**config.mk**
```make
export PLATFORM = sky130hd
export DESIGN_NAME = pqs_ram
export DESIGN_NICKNAME = d
export VERILOG_FILES = /design/src/rtl/assert_macros.svh /design/src/rtl/pqs_ram.sv
export SDC_FILE = /design/constraint.sdc
export NUM_CORES = 2
export LEC_CHECK = 0
export BUFFER_PORTS_ARGS = -buffer_cell sky130_fd_sc_hd__buf_2
export CORE_ASPECT_RATIO = 0.6
export CORE_MARGIN = 5
export CORE_UTILIZATION = 45
export DETAILED_ROUTE_END_ITERATION = 10
export GPL_TIMING_DRIVEN = 0
export RECOVER_POWER = 50
export SYNTH_ARGS = -nofsm -noshare
export SYNTH_HDL_FRONTEND = slang
export SYNTH_SLANG_ARGS = --single-unit
export TNS_END_PERCENT = 5
```
**constraint.sdc**
```tcl
create_clock -name clock -period 2.6 [get_ports clock]
set_clock_uncertainty 0.05 [all_clocks]
set_input_delay 0.13 -clock clock [delete_from_list [all_inputs] [get_ports clock]]
set_output_delay 0.13 -clock clock [all_outputs]
set_load 0.05 [all_outputs]
```
**src/rtl/assert_macros.svh**
```systemverilog
`ifndef ASSERT_MACROS_SVH
`define ASSERT_MACROS_SVH

// Each macro checks on the rising edge of clock and is quiet while reset is high.

`define ASSERT_ALWAYS(label, expr) \
   label: assert property (@(posedge clock) disable iff (reset) (expr)) \
      else $error("pqs assertion failed");

`define ASSERT_IMPLY(label, ante, cons) \
   label: assert property (@(posedge clock) disable iff (reset) (ante) |-> (cons)) \
      else $error("pqs assertion failed");

`define ASSERT_NEXT(label, ante, cons) \
   label: assert property (@(posedge clock) disable iff (reset) (ante) |=> (cons)) \
      else $error("pqs assertion failed");

`endif

```
**src/rtl/pqs_ram.sv**
```systemverilog
`timescale 1ns / 1ps

module pqs_ram #(
   parameter int WIDTH = 16,
   parameter int DEPTH = 256,
   parameter int AW    = (DEPTH > 1) ? $clog2(DEPTH) : 1
) (
   input  logic             clock,
   input  logic             write_en,
   input  logic [AW-1:0]    write_addr,
   input  logic [WIDTH-1:0] write_data,
   input  logic [AW-1:0]    read_addr,
   output logic [WIDTH-1:0] read_data
);

   logic [WIDTH-1:0] mem [DEPTH];
   logic [WIDTH-1:0] read_data_ff;

   always_ff @(posedge clock) begin
      if (write_en) begin
         mem[write_addr] <= write_data;
      end
      read_data_ff <= mem[read_addr];
   end

   assign read_data = read_data_ff;

endmodule

```
==> results.tsv <==
metric	value	unit
period utilisation layout	1.12	
post-layout util	0.530	
Hold Path Origin	write_addr[4]	
die area	365000	um2
Lkg Pwr	58.5	nW
largest net degree at the start of global routing	153	
commonest non-fill, non-tap cells in the layout	4096 x edfxtp_1, 797 x mux4_2, 565 x mux2i_1	
CP Cell Sequence	clkbuf_2 > inv_1 > buf_4 > clkbuf_4 > mux2i_1 > a22oi_2 > nand4_1 > nor4_4	
status	finished with violations	
vias in the first global route	80164	
Num CTS Buffers	380	
DRT iter0 DRCs	14947	
DRC	0	
most common cell after layout, fill and taps aside	edfxtp_1	
CTS max path bufs	4	
first-pass GRT wire length	708	mm
Synth cell types	52	
Post-Syn Area per Cell	21.6	um2
min Tclk post-route	2.92	ns
Async S/R FF share, synth	0	
Sequential Area	123000	um2
Post-synth EDFFs	4096	
power density of the placed cells	742	nW/um2
nets	8178	
final hold vios	0	
Worst Path Buf+Inv	4	
gp weighted congestion	1.05	
r2r startpoint	mem[227][8]	
Yosys top cell area share	0.775	
syn_nets	7394	
critical setup path kind	input port to flop	
initial antenna violation count	58	
Die X	777	um
DR vias/cell	6.53	
Initial Util	0.453	
Yosys top cell by area	edfxtp_1	
via count of the routed design	85862	
number of synthesized register bits	4112	
post-route ant nets	0	
grt ovf	0	
Slew @ Worst Pin	2.46	ns
filler instances	26826	
Slew headroom	-0.643	
I/O Buffers	39	
post-synthesis sequential area ratio	0.777	
pre-CTS WS	-3.45	ns
Total GRT Usage	0.287	
critical path arrival	3.67	ns
Area contributors post-synth	edfxtp_1 77%, mux4_2 11%, mux2i_1 3.6%	
row count	168	
synth-to-layout area growth	17.0	%
CP startpoint	read_addr[4]	
delay of the slowest cell on the worst path	0.69	ns
CP delay by family, top	buffers and inverters	
drt first pass iters	9	
clock slew at reported path FFs	0.07	ns
critical path required time	3.35	ns
Post-Syn Area	159000	um2
Routed Wire Length	534	mm
CP Max Fanout	10	
setup TNS	-13.20	ns
violations in the final reports	max-capacitance violations, max-slew violations, negative setup slack	
Max VDD drop	0.616	mV
Die Y	470	um
Post-Syn Instances	7360	
clock root buffer	clkbuf_16	
Max H-tree Level	5	
Fmax	0.342	GHz
worst min path class	input port to flop	
R2R Setup Slk	-0.15	ns
area of the multi-input gates	35200	um2
most common flop cell mapped by yosys	edfxtp_1	
Post-DP HPWL	378	mm
startpoint class of the critical path	input port	
CP max stage cell	a22oi_2	
number of primary I/O pins	50	
endpoint type of the worst setup path	flop	
final setup fails	298	
clock sinks	4112	
final setup margin	-0.322	ns
CTS tree	built	
layout cells sized above 1	0.304	
WL/cell	40.6	um
Worst-Skew Late Latency	0.97	ns
Yosys warning count	0	
RSZ-0062 raised after global routing	yes	
max_cap viols	14	
Final Max Slew Viols	1295	
Core Area	350000	um2
## cell families (layout without fill, tap and decap cells)
group	Yosys count	in the layout	share of synthesized area
DFF	4112	4112	0.777
muxes	1450	1450	0.155
AOI/OAI and AO/OA	786	786	0.0354
and+or+nand+nor	556	556	0.0157
buffers and inverters	456	1536	0.0169
other	0	26	0
## path summary, 6_finish.rpt
kind / to / depth (start not counted)
worst max-delay path: read_data[8] / 8
worst min-delay path: mem[37][13] / 4
worst max register to register: read_data[8] / 6
worst min register to register: read_data[4] / 5
## cell usage after synthesis (43+ instances only)
| master | number |
|---|---|
| mux2i_1 | 565 |
| nor3_1 | 92 |
| a22oi_1 | 43 |
| mux2_2 | 88 |
| buf_2 | 76 |
| edfxtp_1 | 4096 |
| o221ai_1 | 252 |
| o22ai_1 | 148 |
| nor2_1 | 304 |
| mux4_2 | 797 |
| clkbuf_1 | 230 |
| buf_6 | 77 |
| a21oi_1 | 175 |
## worst reg2reg max path, cell delays in order, from the launching register on
cell      delay [ns]
edfxtp_1        0.34
mux4_2          0.27
and3_1          0.17
a31oi_1         0.07
a22oi_2         0.65
nand4_1         0.53
nor4_4          0.56
## sequential cells by signal, summed over array words and instances (netlist names)
signal / flops
mem: 4096
read_data: 16
## through the flow
stage	area, um2	hold slack (ns)	power [mW]	instances
2_1_floorplan	159000	0.179	78.3	7360
3_3_place_gp	165000	0.557	82.8	12074
3_5_place_dp	171000	0.296	82.9	12352
4_1_cts	185000	0.00659	138	13062
5_1_grt	186000	0.0541	141	13121
6_report	186000	0.0787	138	13141
## per-layer routing
metal  share of wire  wire (um)  global-route usage  vias up
met5         0.00062        331             0.00561        -
met4           0.032      17100              0.0805       10
met3            0.18      95600               0.145      754
met2            0.37     198000               0.346     6413
met1            0.42     222000               0.445    45737
li1                -          -                   -    32948
## report_power, final
part	total [mW]	internal, mW	switching, mW
sequential	73.2	73.1	0.0580
clock	55.3	30.5	24.8
combinational	9.30	2.81	6.49
total	138	106	31.3
## layout make-up
cell class | instances | share of cell area
clock buffer | 456 | 0.0539
multi-input combinational | 2792 | 0.189
inverter | 4 | 0.000115
clock inverter | 222 | 0.0106
tap | 4675 | 0.0315
antenna | 26 | 0.000351
buffer | 451 | 0.0191
sequential | 4112 | 0.664
timing repair buffer | 403 | 0.0307
## repair_timing
action	in CTS	in global routing
gates resized for setup	551	112
cloned	0	4
hold buffers	31	0
setup buffers	2	49
endpoints found under the setup margin	72	288
endpoints found under the hold margin	2193	0
pin swaps	34	27
(Power assumes the default switching activity.)
