[src/rtl/assert_macros.svh]
`ifndef ASSERT_MACROS_SVH
`define ASSERT_MACROS_SVH

// Each macro checks on the rising edge of clock and is quiet while reset is high.

`define ASSERT_ALWAYS(label, expr) \
   label: assert property (@(posedge clock) disable iff (reset) (expr)) \
      else $error("pqs assertion failed");

`define ASSERT_IMPLY(label, ante, cons) \
   label: assert property (@(posedge clock) disable iff (reset) (ante) |-> (cons)) \
      else $error("pqs assertion failed");

`define ASSERT_NEXT(label, ante, cons) \
   label: assert property (@(posedge clock) disable iff (reset) (ante) |=> (cons)) \
      else $error("pqs assertion failed");

`endif

[src/rtl/pqs_pkg.sv]
`timescale 1ns / 1ps

package pqs_pkg;

   localparam int DIST_W = 20;
   localparam int ID_W   = 31;
   localparam int TVAL_W = 16;
   localparam int CSR_W  = 5;
   localparam int CSR_IDX_W = 1;

   localparam logic [DIST_W-1:0] SUM_MAX = {DIST_W{1'b1}};

   localparam logic [1:0] OP_TABLE_WRITE = 2'd0;
   localparam logic [1:0] OP_CODE        = 2'd1;
   localparam logic [1:0] OP_FINISH      = 2'd2;

   localparam logic [CSR_IDX_W-1:0] CSR_TOP_COUNT     = 1'b0;
   localparam logic [CSR_IDX_W-1:0] CSR_NUM_SUBSPACES = 1'b1;

   localparam logic [CSR_W-1:0] TOP_COUNT_RESET     = 5'd10;
   localparam logic [CSR_W-1:0] NUM_SUBSPACES_RESET = 5'd8;

   typedef struct packed {
      logic [DIST_W-1:0] distance;
      logic [ID_W-1:0]   id;
   } entry_type;

   localparam int ENTRY_W = DIST_W + ID_W;

   typedef enum logic [2:0] {
      ST_IDLE,
      ST_ADD,
      ST_CMP,
      ST_PUT,
      ST_RPT
   } state_type;

endpackage

[src/rtl/pqs_unit.sv]
`timescale 1ns / 1ps

module pqs_unit (
   input  logic [pqs_pkg::DIST_W-1:0] sum_value,
   input  logic [pqs_pkg::TVAL_W-1:0] add_value,
   input  logic                       add_enable,
   input  pqs_pkg::entry_type         candidate,
   input  pqs_pkg::entry_type         held,
   output logic [pqs_pkg::DIST_W-1:0] sum_result,
   output logic                       ranks_before
);

   import pqs_pkg::*;

   logic [DIST_W:0] wide_sum;

   // The running sum saturates at the largest 20-bit value.
   always_comb begin
      wide_sum = {1'b0, sum_value} +
                 (add_enable ? (DIST_W + 1)'(add_value) : (DIST_W + 1)'(0));
      sum_result = wide_sum[DIST_W] ? SUM_MAX : wide_sum[DIST_W-1:0];
   end

   // On equal distance the smaller id ranks first.
   assign ranks_before = (candidate.distance < held.distance) ||
                         ((candidate.distance == held.distance) &&
                          (candidate.id < held.id));

endmodule

[config.mk]
export PLATFORM = sky130hd
export DESIGN_NAME = pqs_unit
export DESIGN_NICKNAME = d
export VERILOG_FILES = /design/src/rtl/assert_macros.svh /design/src/rtl/pqs_pkg.sv /design/src/rtl/pqs_unit.sv
export SDC_FILE = /design/constraint.sdc
export NUM_CORES = 1
export LEC_CHECK = 0
export ABC_AREA = 1
export BUFFER_PORTS_ARGS = -buffer_cell sky130_fd_sc_hd__buf_2
export CORE_ASPECT_RATIO = 1.75
export CORE_MARGIN = 2
export CORE_UTILIZATION = 43
export DETAILED_ROUTE_END_ITERATION = 8
export PLACE_DENSITY = 0.82
export SLEW_MARGIN = 20
export SYNTH_ARGS = -nofsm -noshare
export SYNTH_HDL_FRONTEND = slang
export SYNTH_SLANG_ARGS = --single-unit
export TNS_END_PERCENT = 10
[constraint.sdc]
create_clock -name vclk -period 2.85
set_clock_uncertainty 0.1 [all_clocks]
set_input_delay 0.57 -clock vclk [all_inputs]
set_output_delay 0.57 -clock vclk [all_outputs]
set_load 0.02 [all_outputs]
==> impl_summary.txt, run 1 <==
----------------------------------------------------
[Power]
  Sw Share ... 51.1%
  Fraction of power consumed by the clock network ... 0%
  Pwr per Cell Area ... 190 nW/um^2
  Part of the power in combinational logic ... 100.0%
  Static power due to leakage ... 2.94 nW
  Total chip power ... 867 uW
  Portion of total power attributed to sequential cells ... 0%
  Net switching power of the design ... about 440 uW
  Cell internal pwr ... approximately 420 uW
  Worst-case vdd ir drop ... 0.000147 V

[Critical path]
  Crit path largest cell delay ... 0.39 ns
  Critical Path Fanout Max ... 8
  Cell family with the largest share of critical-path delay ... simple AND/OR/NAND/NOR gates
  CP Buf/Inv Count ... 5
  CP Class ... input pin to output pin
  Cell-by-cell listing of the critical path ... buf_2, nand2_4, inv_2, ha_4, fa_2, inv_2, nor2_4, nor2_4, nor3_2, nor2_4, buf_12, nand2_1, buf_6
  Type of element launching the critical path ... input pin
  Total number of cells along the worst setup path ... 13
  Most frequent cell on the critical path ... sky130_fd_sc_hd__nor2_4
  Required time at the worst-slack endpoint ... 2.18 ns
  Termination of the worst setup path ... sum_result[9]
  Data arrival time of the worst path ... between 2 and 2.5 ns
  Critical Path Start ... add_value[0]
  Type of destination of the critical path ... output pin
  CP max stage cell ... sky130_fd_sc_hd__fa_2

[Finish]
  Fill count ... 538
  Diode insertion count for antenna repair ... 0
  Area growth from synthesis to final layout ... 64.2%
  Area of combinational cells with multiple inputs ... 2670 sq um
  Clock buffer count ... 0
  Core occupancy in the finished layout ... 73.3%
  Seq. cell area ... 0 sq um
  Final Net Count ... between 900 and 1k
  Number of sequential cells ... 0
  Final Instance Area ... 4570 sq um
  Share of post-route cells with drive strength above 1 ... 37.5%

[STA]
  Final period utilization ... 103%
  Tightest slew margin relative to the limit ... 83.0%
  Transition time at the pin with the least slew margin ... 0.253 ns
  Final Setup Violations ... 20
  Shortest clock period the worst path allows after layout ... 2.95 ns
  Maximum clock rate ... roughly 0.34 GHz
  Number of hold-slack violations in the final timing report ... 0
  Total count of max-transition violations in the final report ... 0
  Unrepaired setup endpoints after global routing ... true
  Fin worst setup slack ... -0.0990 ns

[Worst hold path]
  Worst hold path class ... input pin to output pin

[Route]
  Via total after detailed routing ... 3919
  Vias per inst ... 4.89
  DRC violation count after routing ... 0
  Wire per inst ... 12.4 microns
  TritonRoute pass-1 iters ... 4
  Total length of routed wires ... 9.91 mm
  Remaining number of nets flagged by the antenna check after routing ... 0
  Initial DRC count ... 92

[Logic synthesis]
  Number of distinct library cells after synthesis ... 28
  Biggest area consumer among synthesized cells ... sky130_fd_sc_hd__ha_1
  Area share of fa/ha/maj cells after synthesis ... 30.4%
  YS warnings ... 0
  Post-Synth Simple-Gate Area ... between 40 and 50%
  Share of synthesized area spent on multiplexers ... 0%
  Post-synthesis sequential area ratio ... 0%
  Syn avg cell area ... 5.35 sq um
  Xor and xnor fraction of the mapped netlist area ... 2.52%
  Yosys top cell area share ... 29.7%
  Post-synth top cells ... sky130_fd_sc_hd__nand2_1 (182), sky130_fd_sc_hd__inv_1 (126), sky130_fd_sc_hd__ha_1 (66)
  Dominant combinational cell family by area after synthesis ... simple AND/OR/NAND/NOR gates
  Top area cells in the synthesized netlist ... sky130_fd_sc_hd__ha_1 (30%), sky130_fd_sc_hd__nand2_1 (25%), sky130_fd_sc_hd__inv_1 (17%)
  Post-synthesis instance area ... 2780 sq um
  Library cell with the highest instance count after synthesis ... sky130_fd_sc_hd__nand2_1
  Nets in the synthesized netlist ... 726
  Synth Area in Compound Gates ... 8.09%
  Synth Instances ... 520

[Placement]
  Post-detailed-placement half-perimeter wirelength ... 7.94 mm
  Count of input and output buffers ... 160
  Routability congestion estimate from global placement ... 0.973
  Instance area after placement ... 4080 sq um

[Die]
  Std-Cell Rows ... 38
  Full die area ... 7160 sq um
  Horiz. Die Dim ... about 65 microns
  Core region area ... 6230 sq um
  I/O pin total ... 160
  Die Ht ... between 100 and 150 microns
  Initial cell density of the core ... 44.7%

[Clock tree]
  Hold buffers post-CTS ... 0

[Global routing]
  Global-route usage over all layers ... between 20% and 30%
  Vias in the first global route ... 3972
  Largest net degree at the start of global routing ... 17
  Remaining global-route overflow ... 0
  Initial antenna violation count ... 0
  Wire length of the first global-routing pass ... between 15 and 20 mm

[Outcome]
  Failing checks ... setup timing
  Outcome ... finished, violations left

[Job]
  Maximum capacitance violations ... 0

----------------------------------------------------
[timing repair]
item                                    in CTS  in global routing
resized for setup                           33                 54
cloned                                       1                  1
endpoints found under the setup margin      20                 20
buffers inserted                             6                  2
pin swaps                                    5                 13
[cell type report]
type | instances | area share, %
Inverter | 127 | 10.4
Multi-Input combinational cell | 389 | 58.4
Tap cell | 80 | 2.19
Timing Repair Buffer | 206 | 29.0
[worst min path at each step]
stage / startpoint / to / slack (ns) / cells after the start
finish: sum_value[0] / sum_result[0] / 1.48 / 5
global route: sum_value[0] / sum_result[0] / 1.50 / 5
CTS: sum_value[19] / sum_result[19] / 1.48 / 4
detailed placement: sum_value[19] / sum_result[19] / 1.50 / 4
global placement: sum_value[19] / sum_result[19] / 1.49 / 4
floorplan: sum_value[17] / sum_result[17] / 1.25 / 3
[per-stage QoR]
step	setup slack, ns	setup TNS [ns]	cells	hold WS [ns]
final	-0.0990	-1.52	802	1.48
after global routing	-0.167	-2.70	802	1.50
after CTS	-0.0781	-0.864	800	1.48
after detailed placement	-0.261	-4.96	793	1.50
after global placement	-0.167	-3.04	793	1.49
after floorplan	-0.0549	-0.627	520	1.25
[layer usage]
metal / GRT usage [%] / share of wire [%] / vias to the layer above / routed length, microns
met4: 10.5 / 4.3 / 0 / 426
met2: 52.9 / 55 / 142 / 5490
met5: 0 / 0 / - / 0
met3: 1.22 / 4.6 / 35 / 457
li1: - / - / 2004 / -
met1: 23.2 / 36 / 1738 / 3540
[cell usage in the layout, fill, tap and decap left out, drive strengths merged]
cell type and instances:
a21o 2, a21oi 30, a31oi 1, and2 1, buf 205, clkbuf 1
fa 1, ha 66, inv 127, nand2 186, nand3 31, nand3b 1
nand4 7, nor2 35, nor3 9, o21a 1, o21ai 7, o21bai 1
or2 2, xnor2 7, xor2 1
[cells by family after synthesis]
group / Yosys count
compound gates: 42
xor+xnor: 8
fa+ha+maj: 67
buf+inv: 131
simple gates: 272
[tightest hold or removal path, stage by stage]
cell and delay, ns:
sky130_fd_sc_hd__buf_2 0.11, sky130_fd_sc_hd__ha_4 0.12, sky130_fd_sc_hd__inv_1 0.04, sky130_fd_sc_hd__nand2_2 0.06, sky130_fd_sc_hd__buf_6 0.11
[power by group through the flow]
| stage | clock, mW | sequential [mW] | combinational, mW |
|---|---|---|---|
| global route | 0 | 0 | 0.953 |
| CTS | 0 | 0 | 0.768 |
| detailed placement | 0 | 0 | 0.715 |
| floorplan | 0 | 0 | 0.432 |
| finish | 0 | 0 | 0.867 |
| global placement | 0 | 0 | 0.696 |
(Power assumes the default switching activity.)
==> inputs of run 2 (changes only) <==
==> constraint.sdc (replaced) <==
create_clock -name vclk -period 2.85
set_clock_uncertainty 0.1 [all_clocks]
set_input_delay 0.57 -clock vclk [all_inputs]
set_output_delay 0.57 -clock vclk [all_outputs]
set_load 0.01 [all_outputs]
==> run 2 against run 1 <==
The flow still finishes with violations (setup timing). Hold slack worse by 0.022 ns. Via count increased by 4.4%. Fmax shrank 0.39%. Setup slack got worse by 0.011 ns. Critical path depth unchanged. Largest power group unchanged.
==> impl_summary.txt, run 2 (synthesized netlist as in run 1, its figures left out) <==
----------------------------------------------------
[Global routing]
  Largest net degree at the start of global routing ... 9 (-8)
  Vias in the first global route ... 4070 (+2.5%)
  Remaining global-route overflow ... 0 (unchanged)
  Initial antenna violation count ... 0 (unchanged)
  Global-route usage over all layers ... 26.8% (+1.6 points)
  GRT busiest layer ... met2
  Wire length of the first global-routing pass ... 16.1 mm (+5.9%)
  Met2 layer usage reported by global route ... 53.9% (+0.96 points)
  M1 GR Usage ... 25.4% (+2.2 points)
  Grt met3 use ... 1.43% (+0.20 points)

[STA]
  Shortest clock period the worst path allows after layout ... 2.96 ns (+0.0115 ns)
  Unrepaired setup endpoints after global routing ... true
  Maximum clock rate ... 0.338 GHz (-0.39%)
  Setup TNS Final ... -1.31 ns (+0.206 ns)
  Minimum hold slack ... 1.46 ns (-0.0221 ns)
  Total count of max-transition violations in the final report ... 0 (unchanged)
  Final Setup Violations ... 20 (unchanged)
  Final period utilization ... 104% (+0.40 points)
  Fin worst setup slack ... -0.110 ns (-0.0115 ns)
  Transition time at the pin with the least slew margin ... 0.254 ns (+0.00101 ns)
  Tightest slew margin relative to the limit ... 82.9% (about the same)
  Number of hold-slack violations in the final timing report ... 0 (unchanged)

[Power]
  Fraction of power consumed by the clock network ... 0% (unchanged)
  Portion of total power attributed to sequential cells ... 0% (unchanged)
  Pwr per Cell Area ... 182 nW/um^2 (-4.0%)
  Static power due to leakage ... 2.91 nW (-1.0%)
  Sw Share ... 51.2% (+0.079 points)
  Net switching power of the design ... 421 uW (-4.9%)
  Cell internal pwr ... 402 uW (-5.2%)
  Worst-case vdd ir drop ... 0.000137 V (-6.2%)
  Part of the power in combinational logic ... 100.0% (about the same)

[Finish]
  Final Net Count ... 924 (-0.65%)
  Share of post-route cells with drive strength above 1 ... 39.5% (+2.0 points)
  Number of sequential cells ... 0 (unchanged)
  Non-Filler Instances ... 796 (-0.75%)
  Commonest cells after routing, fill and taps aside ... sky130_fd_sc_hd__nand2_1 (157), sky130_fd_sc_hd__buf_2 (145), sky130_fd_sc_hd__inv_1 (123)
  Area growth from synthesis to final layout ... 62.3%
  Core occupancy in the finished layout ... 72.5% (-0.84 points)
  Diode insertion count for antenna repair ... 0 (unchanged)
  Commonest non-fill, non-tap cell in the layout ... sky130_fd_sc_hd__nand2_1
  Seq. cell area ... 0 sq um (unchanged)
  Clock buffer count ... 0 (unchanged)

[Critical path]
  Type of destination of the critical path ... output pin
  Type of element launching the critical path ... input pin
  Data arrival time of the worst path ... 2.29 ns (about the same)
  Critical Path Fanout Max ... 8 (unchanged)
  Required time at the worst-slack endpoint ... 2.18 ns (about the same)
  CP Class ... input pin to output pin
  Critical Path Start ... add_enable

[Route]
  Initial DRC count ... 203 (+120%)
  Total length of routed wires ... 11.0 mm (+11%)
  TritonRoute pass-1 iters ... 4 (unchanged)
  Wire per inst ... 13.8 microns (+12%)
  DRC violation count after routing ... 0 (unchanged)
  Remaining number of nets flagged by the antenna check after routing ... 0 (unchanged)
  Vias per inst ... 5.14 (+5.2%)
  Via total after detailed routing ... 4091 (+4.4%)

[Placement]
  Routability congestion estimate from global placement ... 0.922 (-5.2%)
  Setup WS pre-CTS ... -0.180 ns (+0.0811 ns)
  Post-detailed-placement half-perimeter wirelength ... 8.06 mm (+1.6%)
  Count of input and output buffers ... 160 (unchanged)
  Total instance count after detailed placement ... 791 (-0.25%)

[Die]
  I/O pin total ... 160 (unchanged)
  Initial cell density of the core ... 44.7% (unchanged)
  Full die area ... 7160 sq um (unchanged)
  Std-Cell Rows ... 38 (unchanged)
  Die Ht ... 110 microns (unchanged)
  Core region area ... 6230 sq um (unchanged)
  Horiz. Die Dim ... 64.8 microns (unchanged)

[Outcome]
  Outcome ... finished, violations left
  Failing checks ... setup timing

[Worst hold path]
  Worst hold path class ... input pin to output pin
  Startpoint of the tightest hold check path ... sum_value[0]

[Job]
  Maximum capacitance violations ... 0 (unchanged)

[Clock tree]
  Hold buffers post-CTS ... 0 (unchanged)

----------------------------------------------------
## run 2: cell count changes in the layout (fill, tap and decap cells not counted), sizes merged
cell and change:
buf -5, clkbuf -1
## run 2: area by class of cell
type	instances	area (sq um)
fillers	493	1710
inverters	127	479
multi-input cells	389	2690
well taps	80	100
repair buffers	200	1240
## run 2: power by group through the flow
stage	clock network (mW)	registers [mW]	logic, mW
CTS	0	0	0.733
global route	0	0	0.904
detailed placement	0	0	0.657
global placement	0	0	0.635
floorplan	0	0	0.376
finish	0	0	0.824
## run 2: routing by layer
layer,vias up,routed length [microns]
li1,2000,-
met1,1798,3700
met2,213,5910
met3,80,669
met4,0,727
met5,-,0
## run 2: worst max-delay path, cell delays in order
cell and delay (ns):
sky130_fd_sc_hd__buf_12 0.12, sky130_fd_sc_hd__buf_4 0.13, sky130_fd_sc_hd__nand2_1 0.05, sky130_fd_sc_hd__inv_1 0.06, sky130_fd_sc_hd__ha_4 0.29, sky130_fd_sc_hd__nand2_2 0.10
sky130_fd_sc_hd__nor2_4 0.17, sky130_fd_sc_hd__nor2_4 0.07, sky130_fd_sc_hd__nor3_4 0.25, sky130_fd_sc_hd__nor2_4 0.08, sky130_fd_sc_hd__buf_6 0.15, sky130_fd_sc_hd__nand2_1 0.09
sky130_fd_sc_hd__buf_2 0.15
## run 2: path summary, 6_finish.rpt
| path | to | slack (ns) | cells after the start |
|---|---|---|---|
| worst max-delay path | sum_result[3] | -0.11 | 13 |
| worst min-delay path | sum_result[0] | 1.46 | 5 |
## run 2: repair_timing
action,in CTS,in global routing
endpoints found under the setup margin,20,20
setup buffers,2,1
gates resized for setup,49,44
pin swaps,14,19
gates cloned,2,0
## run 2: per-stage QoR
step / instance area [sq um] / total power [mW]
6_report: 4520 / 0.824
5_1_grt: 4520 / 0.904
4_1_cts: 4300 / 0.733
3_5_place_dp: 3980 / 0.657
3_3_place_gp: 3980 / 0.635
2_1_floorplan: 2860 / 0.376
==> inputs of run 3 (changes only) <==
CORE_UTILIZATION = 51   (was 43)
PLACE_DENSITY = 0.91   (was 0.82)
TNS_END_PERCENT = 100   (was 10)
clock period = 3.65 ns   (was 2.85 ns; I/O delays follow)
==> run 3 against run 2 <==
The flow now finishes without violations. Clock-buffer cell count unchanged. Global-route usage fell by 0.13 points. Sequential share of layout area did not move. Final cell count fell by 7.9%. First-iteration DRC count down 55%. Via count shrank 9.7%. Hold slack better by 0.29 ns. Non-clock buffer count down 38. Critical endpoint is now sum_result[18].
==> impl_summary.txt, run 3 (synthesized netlist as in run 1, its figures left out) <==
----------------------------------------------------
[Route]
  Via total after detailed routing ... 3694 (-9.7%)
  TritonRoute pass-1 iters ... 5 (+1)
  Vias per inst ... 5.04 (-1.9%)
  Total length of routed wires ... 8.39 mm (-24%)
  Remaining number of nets flagged by the antenna check after routing ... 0 (unchanged)
  Wire per inst ... 11.5 microns (-17%)
  Initial DRC count ... 92 (-55%)
  DRC violation count after routing ... 0 (unchanged)

[Die]
  I/O pin total ... 160 (unchanged)
  Std-Cell Rows ... 35 (-7.9%)
  Die Ht ... 102 microns (-7.9%)
  Full die area ... 6090 sq um (-15%)
  Horiz. Die Dim ... 59.8 microns (-7.7%)
  Core region area ... 5260 sq um (-16%)
  Initial cell density of the core ... 53.0% (+8.3 points)

[STA]
  Total count of max-transition violations in the final report ... 0 (unchanged)
  Setup TNS Final ... 0 ns (+1.31 ns)
  Maximum clock rate ... 0.286 GHz
  Transition time at the pin with the least slew margin ... 0.306 ns (+0.0528 ns)
  Shortest clock period the worst path allows after layout ... 3.49 ns
  Final Setup Violations ... 0 (-100%)
  Tightest slew margin relative to the limit ... 79.4% (-3.6 points)
  Final period utilization ... 95.7%
  Unrepaired setup endpoints after global routing ... false
  Number of hold-slack violations in the final timing report ... 0 (unchanged)

[Finish]
  Seq. cell area ... 0 sq um (unchanged)
  Share of post-route cells with drive strength above 1 ... 26.1% (-13 points)
  Core occupancy in the finished layout ... 69.4% (-3.1 points)
  Diode insertion count for antenna repair ... 0 (unchanged)
  Area growth from synthesis to final layout ... 31.0%
  Final Instance Area ... 3650 sq um (-19%)
  Clock buffer count ... 0 (unchanged)
  Non-Filler Instances ... 733 (-7.9%)
  Commonest non-fill, non-tap cell in the layout ... sky130_fd_sc_hd__nand2_1
  Number of sequential cells ... 0 (unchanged)
  Commonest cells after routing, fill and taps aside ... sky130_fd_sc_hd__nand2_1 (182), sky130_fd_sc_hd__buf_2 (159), sky130_fd_sc_hd__inv_1 (126)
  Final Net Count ... 886 (-4.1%)

[Critical path]
  Type of element launching the critical path ... input pin
  CP max stage cell ... sky130_fd_sc_hd__fa_1
  Cell-by-cell listing of the critical path ... clkbuf_4, nand2_1, inv_1, ha_1, fa_1, inv_1, nor2_1, nor2_2, nor3_2, nor2_2, buf_4, nand3_1, buf_2
  Crit path largest cell delay ... 0.41 ns (+0.12 ns)
  Data arrival time of the worst path ... 2.66 ns (+0.37 ns)
  Critical Path Fanout Max ... 16 (+8)
  Type of destination of the critical path ... output pin
  Required time at the worst-slack endpoint ... 2.82 ns (+0.64 ns)
  CP Class ... input pin to output pin

[Placement]
  Routability congestion estimate from global placement ... 0.906 (-1.7%)
  Count of input and output buffers ... 160 (unchanged)
  Instance area after placement ... 3640 sq um (-8.6%)
  Total instance count after detailed placement ... 733 (-7.3%)
  Post-detailed-placement half-perimeter wirelength ... 7.68 mm (-4.8%)

[Global routing]
  Initial antenna violation count ... 0 (unchanged)
  Remaining global-route overflow ... 0 (unchanged)
  Vias in the first global route ... 3478 (-15%)
  Largest net degree at the start of global routing ... 17 (+8)
  Global-route usage over all layers ... 26.7% (-0.13 points)
  Wire length of the first global-routing pass ... 13.3 mm (-17%)

[Power]
  Worst-case vdd ir drop ... 0.0000883 V (-36%)
  Static power due to leakage ... 2.60 nW (-11%)
  Total chip power ... 459 uW (-44%)
  Pwr per Cell Area ... 126 nW/um^2 (-31%)

[Job]
  Maximum capacitance violations ... 0 (unchanged)

[Outcome]
  Outcome ... finished clean

[Clock tree]
  CTS resizes ... 0 (-100%)
  Post CTS Setup Buffer Count ... 0 (-2)
  Hold buffers post-CTS ... 0 (unchanged)

[Worst hold path]
  Hold path cells ... 4 (-1)
  Worst Hold Path EP ... sum_result[19]
  Startpoint of the tightest hold check path ... sum_value[19]
  Worst hold path class ... input pin to output pin

----------------------------------------------------
run 3: changes by cell type in the layout (fill, tap and decap cells not counted), moves of 6 or more:
| cell | change |
|---|---|
| sky130_fd_sc_hd__ha_4 | -14 |
| sky130_fd_sc_hd__nand3_2 | -9 |
| sky130_fd_sc_hd__ha_1 | +14 |
| sky130_fd_sc_hd__buf_4 | -34 |
| sky130_fd_sc_hd__buf_2 | +14 |
| sky130_fd_sc_hd__nand2_2 | -22 |
| sky130_fd_sc_hd__nand2_1 | +25 |
| sky130_fd_sc_hd__nand3_1 | +12 |
| sky130_fd_sc_hd__a21oi_1 | +6 |
| sky130_fd_sc_hd__a21oi_2 | -6 |
| sky130_fd_sc_hd__buf_6 | -16 |
run 3: cell type report:
cell class	count	area [sq um]
Timing Repair Buffer	162	822
Inverter	127	477
Fill cell	485	1610
Tap cell	55	68.8
Multi-Input combinational cell	389	2280
run 3: how the worst max path moves through the flow:
stage / start / cells past startpoint / end / slack [ns]
after floorplan: add_enable / 13 / sum_result[19] / 0.26
after global placement: add_enable / 13 / sum_result[17] / 0.14
after detailed placement: add_enable / 13 / sum_result[19] / 0.09
after CTS: add_enable / 13 / sum_result[19] / 0.08
after global routing: add_enable / 14 / sum_result[19] / 0.006
final: add_enable / 13 / sum_result[18] / 0.16
run 3: where the power goes:
| part | switching, mW | total, mW | internal (mW) |
|---|---|---|---|
| Sequential | 0 | 0 | 0 |
| Combinational | 0.255 | 0.459 | 0.204 |
| Clock | 0 | 0 | 0 |
run 3: metal layers:
metal / part of all wire, % / global-route usage (%) / vias up / routed length (microns)
met1: 35 / 25.1 / 1606 / 2910
met2: 57 / 56.6 / 145 / 4790
met3: 5.1 / 1.15 / 22 / 432
met4: 3.2 / 8.38 / 0 / 266
li1: - / - / 1921 / -
met5: 0 / 0 / - / 0
run 3: metrics by stage:
| stage | setup WS [ns] | hold slack (ns) |
|---|---|---|
| after detailed placement | 0.0915 | 1.76 |
| after CTS | 0.0816 | 1.76 |
| after global placement | 0.140 | 1.75 |
| after global routing | 0.00573 | 1.78 |
| after floorplan | 0.262 | 1.53 |
| final | 0.156 | 1.75 |
run 3: worst max-delay path, delay by kind of cell:
kind                       cells  cell delay (ns)
adders and majority gates      2             0.62
and+or+nand+nor                6             0.62
buffers and inverters          5             0.67
